**config.mk**
```make
export PLATFORM = sky130hd
export DESIGN_NAME = integer_to_radix_digits_top
export DESIGN_NICKNAME = d
export VERILOG_FILES = /design/src/hdl/i2rd_pkg.sv /design/src/hdl/i2rd_ctrl.sv /design/src/hdl/i2rd_dp.sv /design/src/hdl/integer_to_radix_digits_top.sv
export SDC_FILE = /design/constraint.sdc
export NUM_CORES = 1
export LEC_CHECK = 0
export ABC_CLOCK_PERIOD_IN_PS = 7100
export BUFFER_PORTS_ARGS = -buffer_cell sky130_fd_sc_hd__buf_2
export CORE_AREA = 4 4 109 111
export CTS_CLUSTER_DIAMETER = 60
export DETAILED_ROUTE_END_ITERATION = 10
export DIE_AREA = 0 0 113 115
export HOLD_SLACK_MARGIN = 0.03
export PLACE_DENSITY = 0.84
export SYNTH_ARGS = -nofsm -noshare
export SYNTH_HDL_FRONTEND = slang
export SYNTH_SLANG_ARGS = --single-unit
export TNS_END_PERCENT = 1
```
**constraint.sdc**
```tcl
create_clock -name clk -period 7.1 [get_ports clk]
set_input_delay 0.71 -clock clk [delete_from_list [all_inputs] [get_ports clk]]
set_output_delay 0.71 -clock clk [all_outputs]
set_load 0.03 [all_outputs]
```
**src/hdl/i2rd_pkg.sv**
```systemverilog
`timescale 1ns / 1ps

package i2rd_pkg;

  localparam int TwosBitsDefault = 16;
  localparam int MaxRun          = 31;

  localparam logic [2:0] OpBin  = 3'd0;
  localparam logic [2:0] OpOct  = 3'd1;
  localparam logic [2:0] OpHex  = 3'd2;
  localparam logic [2:0] OpBcd  = 3'd3;
  localparam logic [2:0] OpTwos = 3'd4;

  typedef struct packed {
    logic [2:0]         operation;
    logic signed [31:0] value;
  } in_t;

  typedef struct packed {
    logic [3:0] digit;
    logic [6:0] ascii_char;
    logic       is_last;
    logic       no_digits;
  } out_t;

  typedef struct packed {
    logic load;
    logic dab;
    logic shift;
    logic emit;
    logic emit_empty;
  } cmd_t;

  typedef struct packed {
    logic in_empty;
    logic in_bcd;
    logic in_twos;
    logic dab_done;
    logic top_zero;
    logic last;
  } stat_t;

  function automatic logic [6:0] ascii_of(input logic [3:0] d);
    logic [6:0] c;
    if (d < 4'd10) begin
      c = 7'h30 + {3'b000, d};
    end else begin
      c = 7'h41 + {3'b000, d} - 7'd10;
    end
    return c;
  endfunction

endpackage

```
**src/hdl/i2rd_ctrl.sv**
```systemverilog
`timescale 1ns / 1ps

module i2rd_ctrl (
  input  logic           clk,
  input  logic           rst_n,
  input  logic           start,
  output logic           busy,
  input  i2rd_pkg::stat_t stat,
  output i2rd_pkg::cmd_t  cmd
);

  typedef enum logic [1:0] {
    IDLE,
    DAB,
    SKIP,
    EMIT
  } state_t;

  state_t state_r, state_nxt;

  always_comb begin
    state_nxt = state_r;
    cmd       = '0;
    unique case (state_r)
      IDLE: begin
        if (start) begin
          if (stat.in_empty) begin
            cmd.emit_empty = 1'b1;
          end else begin
            cmd.load = 1'b1;
            if (stat.in_bcd) begin
              state_nxt = DAB;
            end else if (stat.in_twos) begin
              state_nxt = EMIT;
            end else begin
              state_nxt = SKIP;
            end
          end
        end
      end
      DAB: begin
        cmd.dab = 1'b1;
        if (stat.dab_done) begin
          state_nxt = SKIP;
        end
      end
      SKIP: begin
        // drop leading zero digits; a positive value always has a nonzero one
        if (stat.top_zero) begin
          cmd.shift = 1'b1;
        end else begin
          state_nxt = EMIT;
        end
      end
      EMIT: begin
        cmd.emit  = 1'b1;
        cmd.shift = 1'b1;
        if (stat.last) begin
          state_nxt = IDLE;
        end
      end
      default: state_nxt = IDLE;
    endcase
  end

  always_ff @(posedge clk) begin
    if (!rst_n) begin
      state_r <= IDLE;
    end else begin
      state_r <= state_nxt;
    end
  end

  assign busy = (state_r != IDLE);

endmodule

```
**src/hdl/i2rd_dp.sv**
```systemverilog
`timescale 1ns / 1ps

module i2rd_dp #(
  parameter int TWOS_BITS = i2rd_pkg::TwosBitsDefault
) (
  input  logic            clk,
  input  logic            rst_n,
  input  i2rd_pkg::in_t   in_data,
  input  i2rd_pkg::cmd_t  cmd,
  output i2rd_pkg::stat_t stat,
  output logic            out_valid,
  output i2rd_pkg::out_t  out_data
);

  localparam int TwoN = (TWOS_BITS > i2rd_pkg::MaxRun) ? i2rd_pkg::MaxRun :
                        (TWOS_BITS < 1) ? 1 : TWOS_BITS;
  localparam int TwoSh = 32 - TwoN;

  logic [39:0]    sreg_r, sreg_nxt;
  logic [31:0]    bin_r, bin_nxt;
  logic [5:0]     cnt_r, cnt_nxt;
  logic [4:0]     dcnt_r, dcnt_nxt;
  logic [2:0]     mode_r, mode_nxt;
  logic           out_valid_r;
  i2rd_pkg::out_t out_r, out_nxt;
  logic [3:0]     top;
  logic [39:0]    adj;
  logic [2:0]     op_in;
  logic [31:0]    v_in;

  assign op_in = in_data.operation;
  assign v_in  = in_data.value;

  always_comb begin
    case (mode_r)
      i2rd_pkg::OpBin, i2rd_pkg::OpTwos: top = {3'b000, sreg_r[39]};
      i2rd_pkg::OpOct:                   top = {1'b0, sreg_r[39:37]};
      default:                           top = sreg_r[39:36];
    endcase
  end

  always_comb begin
    stat.in_empty = (op_in > i2rd_pkg::OpTwos) ||
                    ((op_in != i2rd_pkg::OpTwos) && ((v_in == '0) || v_in[31]));
    stat.in_bcd   = (op_in == i2rd_pkg::OpBcd);
    stat.in_twos  = (op_in == i2rd_pkg::OpTwos);
    stat.dab_done = (dcnt_r == 5'd31);
    stat.top_zero = (top == 4'd0);
    stat.last     = (cnt_r == 6'd1);
  end

  // add 3 to each BCD nibble of 5 or more before the shift
  always_comb begin
    for (int i = 0; i < 10; i++) begin
      adj[4*i +: 4] = (sreg_r[4*i +: 4] >= 4'd5) ? sreg_r[4*i +: 4] + 4'd3 :
                                                    sreg_r[4*i +: 4];
    end
  end

  always_comb begin
    sreg_nxt = sreg_r;
    bin_nxt  = bin_r;
    cnt_nxt  = cnt_r;
    dcnt_nxt = dcnt_r;
    mode_nxt = mode_r;
    out_nxt  = out_r;
    if (cmd.load) begin
      mode_nxt = op_in;
      dcnt_nxt = '0;
      bin_nxt  = v_in;
      case (op_in)
        i2rd_pkg::OpBin: begin
          sreg_nxt = {v_in, 8'h00};
          cnt_nxt  = 6'd32;
        end
        i2rd_pkg::OpOct: begin
          sreg_nxt = {1'b0, v_in, 7'h00};
          cnt_nxt  = 6'd11;
        end
        i2rd_pkg::OpHex: begin
          sreg_nxt = {v_in, 8'h00};
          cnt_nxt  = 6'd8;
        end
        i2rd_pkg::OpBcd: begin
          sreg_nxt = '0;
          cnt_nxt  = 6'd10;
        end
        default: begin
          sreg_nxt = {v_in, 8'h00} << TwoSh;
          cnt_nxt  = 6'(TwoN);
        end
      endcase
    end else if (cmd.dab) begin
      {sreg_nxt, bin_nxt} = {adj[38:0], bin_r, 1'b0};
      dcnt_nxt = dcnt_r + 5'd1;
    end else if (cmd.shift) begin
      case (mode_r)
        i2rd_pkg::OpBin, i2rd_pkg::OpTwos: sreg_nxt = sreg_r << 1;
        i2rd_pkg::OpOct:                   sreg_nxt = sreg_r << 3;
        default:                           sreg_nxt = sreg_r << 4;
      endcase
      cnt_nxt = cnt_r - 6'd1;
    end
    if (cmd.emit) begin
      out_nxt.digit      = top;
      out_nxt.ascii_char = i2rd_pkg::ascii_of(top);
      out_nxt.is_last    = (cnt_r == 6'd1);
      out_nxt.no_digits  = 1'b0;
    end else if (cmd.emit_empty) begin
      out_nxt.digit      = 4'd0;
      out_nxt.ascii_char = 7'd0;
      out_nxt.is_last    = 1'b1;
      out_nxt.no_digits  = 1'b1;
    end
  end

  always_ff @(posedge clk) begin
    if (!rst_n) begin
      out_valid_r <= 1'b0;
    end else begin
      out_valid_r <= cmd.emit | cmd.emit_empty;
    end
    sreg_r <= sreg_nxt;
    bin_r  <= bin_nxt;
    cnt_r  <= cnt_nxt;
    dcnt_r <= dcnt_nxt;
    mode_r <= mode_nxt;
    out_r  <= out_nxt;
  end

  assign out_valid = out_valid_r;
  assign out_data  = out_r;

endmodule

```
**src/hdl/integer_to_radix_digits_top.sv**
```systemverilog
`timescale 1ns / 1ps

// Converts a signed 32-bit value into digits, most significant first, one
// beat per cycle on out_valid; the receiver cannot stall, so out_data must be
// taken whenever out_valid is high. An item is taken when start is high and
// busy is low. Empty runs (value not positive in binary, octal, hex or BCD
// mode, or an unused operation code) give one beat in the next cycle with
// no_digits set and keep busy low. Binary, octal and hex walk the value one
// digit position per cycle, first dropping leading zeros and then emitting,
// with a step from dropping to emitting in between. BCD first runs a
// shift-and-add-3 conversion, then walks 10 positions the same way. Two's
// complement mode emits the low TWOS_BITS bits (clamped to 1..31) at once.
// The last beat shows in the same cycle in which busy falls.
module integer_to_radix_digits_top #(
  parameter int TWOS_BITS = i2rd_pkg::TwosBitsDefault
) (
  input  logic           clk,
  input  logic           rst_n,
  input  logic           start,
  output logic           busy,
  input  i2rd_pkg::in_t  in_data,
  output logic           out_valid,
  output i2rd_pkg::out_t out_data
);

  i2rd_pkg::cmd_t  cmd;
  i2rd_pkg::stat_t stat;

  i2rd_ctrl u_ctrl (
    .clk   (clk),
    .rst_n (rst_n),
    .start (start),
    .busy  (busy),
    .stat  (stat),
    .cmd   (cmd)
  );

  i2rd_dp #(
    .TWOS_BITS (TWOS_BITS)
  ) u_dp (
    .clk       (clk),
    .rst_n     (rst_n),
    .in_data   (in_data),
    .cmd       (cmd),
    .stat      (stat),
    .out_valid (out_valid),
    .out_data  (out_data)
  );

endmodule

```
# Word level (Yosys, flattened, before mapping)

Cells that the tools add are included.

Bitwise operators: 1
Mux-type cells: 43
$lt $le $gt $ge: 12
Equal/unequal tests: 18
Reduce and logical (&&, ||, !) cells: 17
$add $sub $neg: 15

Operators by type and width:

| cell                                                               | number |
|---|---|
| 2-to-1 mux 40 bit                                                  | 3 |
| one-hot mux 40 bit (3 select lines)                                | 1 |
| one-hot mux 40 bit (2 select lines)                                | 1 |
| 2-to-1 mux 32 bit                                                  | 2 |
| greater-or-equal comparator 4 x 3 -> 1 bit (second input constant) | 10 |
| adder 4 x 2 -> 4 bit (second input constant)                       | 9 |
| 2-to-1 mux 4 bit                                                   | 9 |
| zero test 32 bit                                                   | 1 |
| 2-to-1 mux 13 bit                                                  | 2 |
| one-hot mux 6 bit (4 select lines)                                 | 1 |
| 2-to-1 mux 6 bit                                                   | 3 |
| 2-to-1 mux 2 bit                                                   | 6 |
| 2-to-1 mux 1 bit                                                   | 10 |
| != test 2 bit (second input constant)                              | 5 |
| one-hot mux 2 bit (4 select lines)                                 | 1 |
| one-hot mux 4 bit (2 select lines)                                 | 1 |
| nonzero test 2 bit                                                 | 4 |
| adder 6 x 4 -> 7 bit (first input constant)                        | 1 |
| adder 7 x 4 -> 7 bit (first input constant)                        | 1 |
| 2-to-1 mux 7 bit                                                   | 1 |
| subtractor 7 x 4 -> 7 bit (second input constant)                  | 1 |
| equality test 3 x 1 -> 1 bit (second input constant)               | 2 |
| equality test 3 x 2 -> 1 bit (second input constant)               | 2 |
| equality test 3 bit (second input constant)                        | 2 |
| 23 further kinds                                                   | 27 |

Output and inout port bits: 15
Input bits: 38
Register bits: 102

# Logic depth before layout (Yosys ltp)

Depth in word-level cells: 9
Gate-level depth with buffers: 10
Gate-level depth less buffers: 9

# Hierarchy

Synthesis repeated with hierarchy kept, for this count alone.

Cells, all modules: 621
Area total of the unflattened synthesis: 6658.9 µm²

Modules (own cells, without submodules):

| module    | area each (µm²) | seq. area each (µm²) | cells each | instances |
|---|---|---|---|---|
| i2rd_dp   | 6449.9          | 2932.8               | 596        | 1 |
| i2rd_ctrl | 209.0           | 40.0                 | 25         | 1 |

# Worst setup path before layout

No wires, ideal clock.

Kind: flip-flop to flip-flop
Start point: register u_dp.mode_r[1]
End point: register u_dp.sreg_r[0] (enable)
Data required time: 6.467 ns
Path buffers: 1
Stages on the path, launching flop included: 10
Arrival: 2.709 ns
Period minus slack after synthesis: 3.342 ns
Setup slack: 3.758 ns
Path through: edfxtp_1 nor3b_2 clkbuf_1 nand2_1 o21ai_0 inv_1 ha_1 o311ai_0 nor2b_1 nand3_1

Cells in the longest elaborated chain, start to end: 7

RTL lines:

| element                                                       | RTL line        | RTL |
|---|---|---|
| from (decl)                                                   | i2rd_dp.sv:23   | `logic [2:0] mode_r, mode_nxt;` |
| from (signal assigned)                                        | i2rd_dp.sv:127  | `mode_r <= mode_nxt;` |
| equality test 3 bit / zero test 3 bit (equally long branches) | i2rd_dp.sv:35   | `case (mode_r)` |
| OR reduction 2 bit                                            | i2rd_dp.sv:35   |  |
| one-hot mux 4 bit (2 select lines) *                          | i2rd_dp.sv:35   |  |
| zero test 4 bit *                                             | i2rd_dp.sv:48   | `stat.top_zero = (top == 4'd0);` |
| 2-to-1 mux 1 bit *                                            | i2rd_ctrl.sv:49 | `if (stat.top_zero) begin` |
| one-hot mux 1 bit (2 select lines) *                          | i2rd_ctrl.sv:24 | `unique case (state_r)` |
| nonzero test 3 bit (no source line) *                         | n/a             |  |
| to (signal assigned)                                          | i2rd_dp.sv:123  | `sreg_r <= sreg_nxt;` |
| to (decl)                                                     | i2rd_dp.sv:19   | `logic [39:0] sreg_r, sreg_nxt;` |

Mark *: on every way between the ends. The rest lies on a longest branch, timed or not.
A chain may end at the register's enable or synchronous reset.

# Final worst setup path

Start point: register u_dp.mode_r[1]
End point: register u_dp.sreg_r[14] (enable)

The elaborated chain is that of the path after synthesis.

==> metrics.md <==
| Metric | Value |
|---|---|
| Post-synth EDFFs | 93 |
| Fin cells | 857 |
| Largest net degree at the start of global routing | 70 |
| Core area | 10800 um^2 |
| CTS tree | yes |
| PortBufs | 52 |
| Mapped Nets | 758 |
| PwrDens | 363 nW/um^2 |
| Fin Clk Skew | 0.00894 ns |
| Synthesized instance count | 689 |
| Crit-path max FO | 40 |
| Max Clock Freq | 0.282 GHz |
| Synth area leader | edfxtp_1 |
| Worst-Skew Late Latency | 0.38 ns |
| Hold Fails Final Rpt | 0 |
| Clock-pin slew on the worst setup and hold paths | 0.10 ns |
| Worst-Margin Slew | 1.11 ns |
| CP endpoint kind | register |
| Max-Slew Margin vs Limit | 0.260 |
| Ports | 53 |
| Synthesized area | 6970 um^2 |
| Total congestion overflow | 0 |
| Post-route ant nets | 0 |
| Antenna cell count | 0 |
| Clock root cell | clkbuf_8 |
| Vias per Instance | 6.63 |
| Post-CTS sizing | 0 |
| Final Max Tran Viols | 0 |
| Post-CTS Setup Bufs | 0 |
| Number of global-route vias before repair | 5437 |
| Synth async-reset ratio | 0 |
| HPWL after DPL | 11100 um |
| Total Neg Setup Slack | 0 ns |
| Total CTS buffers | 9 |
| CTS sink cnt | 102 |
| P_leak | 0.00295 uW |
| WP data arrival | 3.37 ns |
| Row Count | 38 |
| H-tree levels | 3 |
| CTS Buffer Depth | 2 |
| DR DRC count | 0 |
| DIE WIDTH | 113 um |
| Initial Utilization | 0.646 |
| Synth Register Bits | 102 |
| Placed cell count | 841 |
| Pint | 1620 uW |
| Fin crit period | 3.55 ns |
| Hold Buf Count CTS | 0 |
| Maximum VDD drop | 255 uV |
| Top-area cell type share of the netlist area | 0.401 |
| Hold slack | 0.492 ns |
| Critical Path Source Type | register |
| Die Ht | 115 um |
| Max Cap Viol | 0 |
| Sequential share of the synthesized area | 0.427 |
| Die area | 13000 um^2 |
| # setup viols final | 0 |
| Initial DRC Count | 554 |
| Sw Ratio | 0.401 |
| Post-DP Area | 7250 um^2 |
| DRT Pass-1 Iters | 5 |
| Share of cells above drive strength 1 | 0.181 |
| Status | finished, final reports clean |
| Net load switching power | 1090 uW |
| Mean Syn Cell Area | 10.1 um^2 |
| Seq pwr share | 0.435 |
| GP Congestion | 0.907 |
| Final period util | 0.500 |
| Via Count | 5683 |
| Clk pwr share | 0.138 |
| Combinational fraction of design power | 0.427 |
| FF-to-FF path depth | 9 |
| Worst hold path type | reg2reg |
| First-pass GRT wire length | 26700 um |
| Yosys Warn Count | 0 |
| Global Route Usage Sum | 0.254 |
| Hold depth | 2 |
| Routed wire length | 16300 um |
| Nets | 781 |
| Initial antenna violation count | 0 |
| Critical path class | reg2reg |
| Ranking of synthesized cells by area | edfxtp_1 40%, mux2_2 6.5%, a21oi_1 6.1% |
| Area Overhead vs Synth | 6.93% |
| Fin area | 7450 um^2 |
| RSZ-0062 raised after global routing | false |
| Data required, critical path | 6.92 ns |
| Per-cell routed wire length | 19.0 um |
| Top FF cell, synth | edfxtp_1 |
| Unique masters post-synth | 49 |
## sequential cells by signal, summed over array words and instances (netlist names)
signal,flops
u_dp.mode_r,3
u_dp.cnt_r,6
u_dp.out_data,13
u_dp.sreg_r,40
u_ctrl.state_r,2
u_dp.bin_r,32
u_dp.out_valid,1
u_dp.dcnt_r,5
## synth_stat cells, types with 5 or more instances
cell type / n
or2_2: 6
and2_1: 5
nor2b_1: 21
nor2_1: 30
a211oi_1: 20
nor3_1: 8
a21o_1: 10
inv_1: 35
o21ai_0: 29
dfxtp_1: 9
and3_1: 6
nand2b_1: 11
a22oi_1: 18
a22o_1: 21
edfxtp_1: 93
a221o_1: 10
nor4_1: 15
a221oi_1: 6
a21oi_1: 85
nor3b_1: 14
nand2_1: 31
ha_1: 31
xor2_1: 9
mux2i_1: 32
nand3_1: 8
buf_4: 5
mux2_2: 40
clkbuf_1: 30
buf_2: 7
xnor2_1: 12
## cell families (layout without fill, tap and decap cells)
family / Yosys count / count (layout) / share of synthesized area
adders and majority gates: 31 / 31 / 0.0557
and+or+nand+nor: 161 / 161 / 0.123
AOI/OAI and AO/OA: 215 / 215 / 0.200
buffers and inverters: 84 / 112 / 0.0524
DFF: 102 / 102 / 0.427
muxes: 75 / 75 / 0.115
xor gates and xnor gates: 21 / 21 / 0.0264
## cell usage in the layout (no fill, tap or decap), types with 10 or more instances in the layout
| cell | synthesis | layout |
|---|---|---|
| a21oi_1 | 85 | 85 |
| nor2b_1 | 21 | 21 |
| edfxtp_1 | 93 | 93 |
| clkbuf_8 | 0 | 12 |
| xnor2_1 | 12 | 12 |
| a22o_1 | 21 | 21 |
| inv_1 | 35 | 35 |
| nor4_1 | 15 | 15 |
| buf_2 | 7 | 52 |
| mux2_2 | 40 | 40 |
| nand2_1 | 31 | 31 |
| a211oi_1 | 20 | 20 |
| nor3b_1 | 14 | 14 |
| a22oi_1 | 18 | 18 |
| o21ai_0 | 29 | 29 |
| a221o_1 | 10 | 10 |
| mux2i_1 | 32 | 32 |
| ha_1 | 31 | 30 |
| nand2b_1 | 11 | 11 |
| nor2_1 | 30 | 28 |
## layout make-up
class,instances,area [um^2]
clock buffers,12,165
repair buffers,59,313
inverters,37,139
multi-input cells,503,3650
flip-flops and latches,102,2970
clock inverters,4,36.3
well taps,140,175
fillers,749,3340
## routing by layer
| layer | vias to the layer above | part of all wire | global-route usage | wire [um] |
|---|---|---|---|---|
| met2 | 312 | 0.48 | 0.427 | 7790 |
| met4 | 0 | 0.023 | 0.0921 | 381 |
| li1 | 2641 | - | - | - |
| met3 | 43 | 0.080 | 0.0295 | 1310 |
| met1 | 2687 | 0.42 | 0.342 | 6830 |
| met5 | - | 0 | 0 | 0 |
## per-stage QoR
stage	utilization	total power [uW]	worst slack (ns)
final	0.690	2710	3.55
after floorplan	-	2040	3.76
after CTS	0.690	2690	3.56
after global routing	0.690	2890	3.25
after detailed placement	0.672	2320	3.55
after global placement	0.672	2250	3.60
## path summary, 6_finish.rpt
kind                          from          endpoint  slack, ns
hold reg to reg   u_dp.out_data[0]  u_dp.out_data[0]       0.49
hold / removal    u_dp.out_data[0]  u_dp.out_data[0]       0.49
setup / recovery    u_dp.mode_r[1]   u_dp.sreg_r[14]       3.55
setup reg to reg    u_dp.mode_r[1]   u_dp.sreg_r[14]       3.55
## power by group through the flow
| stage | clock, uW | sequential [uW] | combinational [uW] |
|---|---|---|---|
| 2_1_floorplan | 0 | 1150 | 889 |
| 3_3_place_gp | 0 | 1160 | 1080 |
| 3_5_place_dp | 0 | 1180 | 1140 |
| 4_1_cts | 376 | 1170 | 1150 |
| 5_1_grt | 403 | 1200 | 1290 |
| 6_report | 374 | 1180 | 1150 |
## critical path: stages (launching register included)
cell	delay [ns]
edfxtp_1	0.52
nor3b_4	0.23
buf_4	0.42
nand2_1	0.09
o21ai_0	0.13
inv_1	0.14
ha_1	0.21
o311ai_0	0.15
nor2b_1	0.29
nand3_2	0.78
Note: power is estimated with default switching activity, not from simulation.
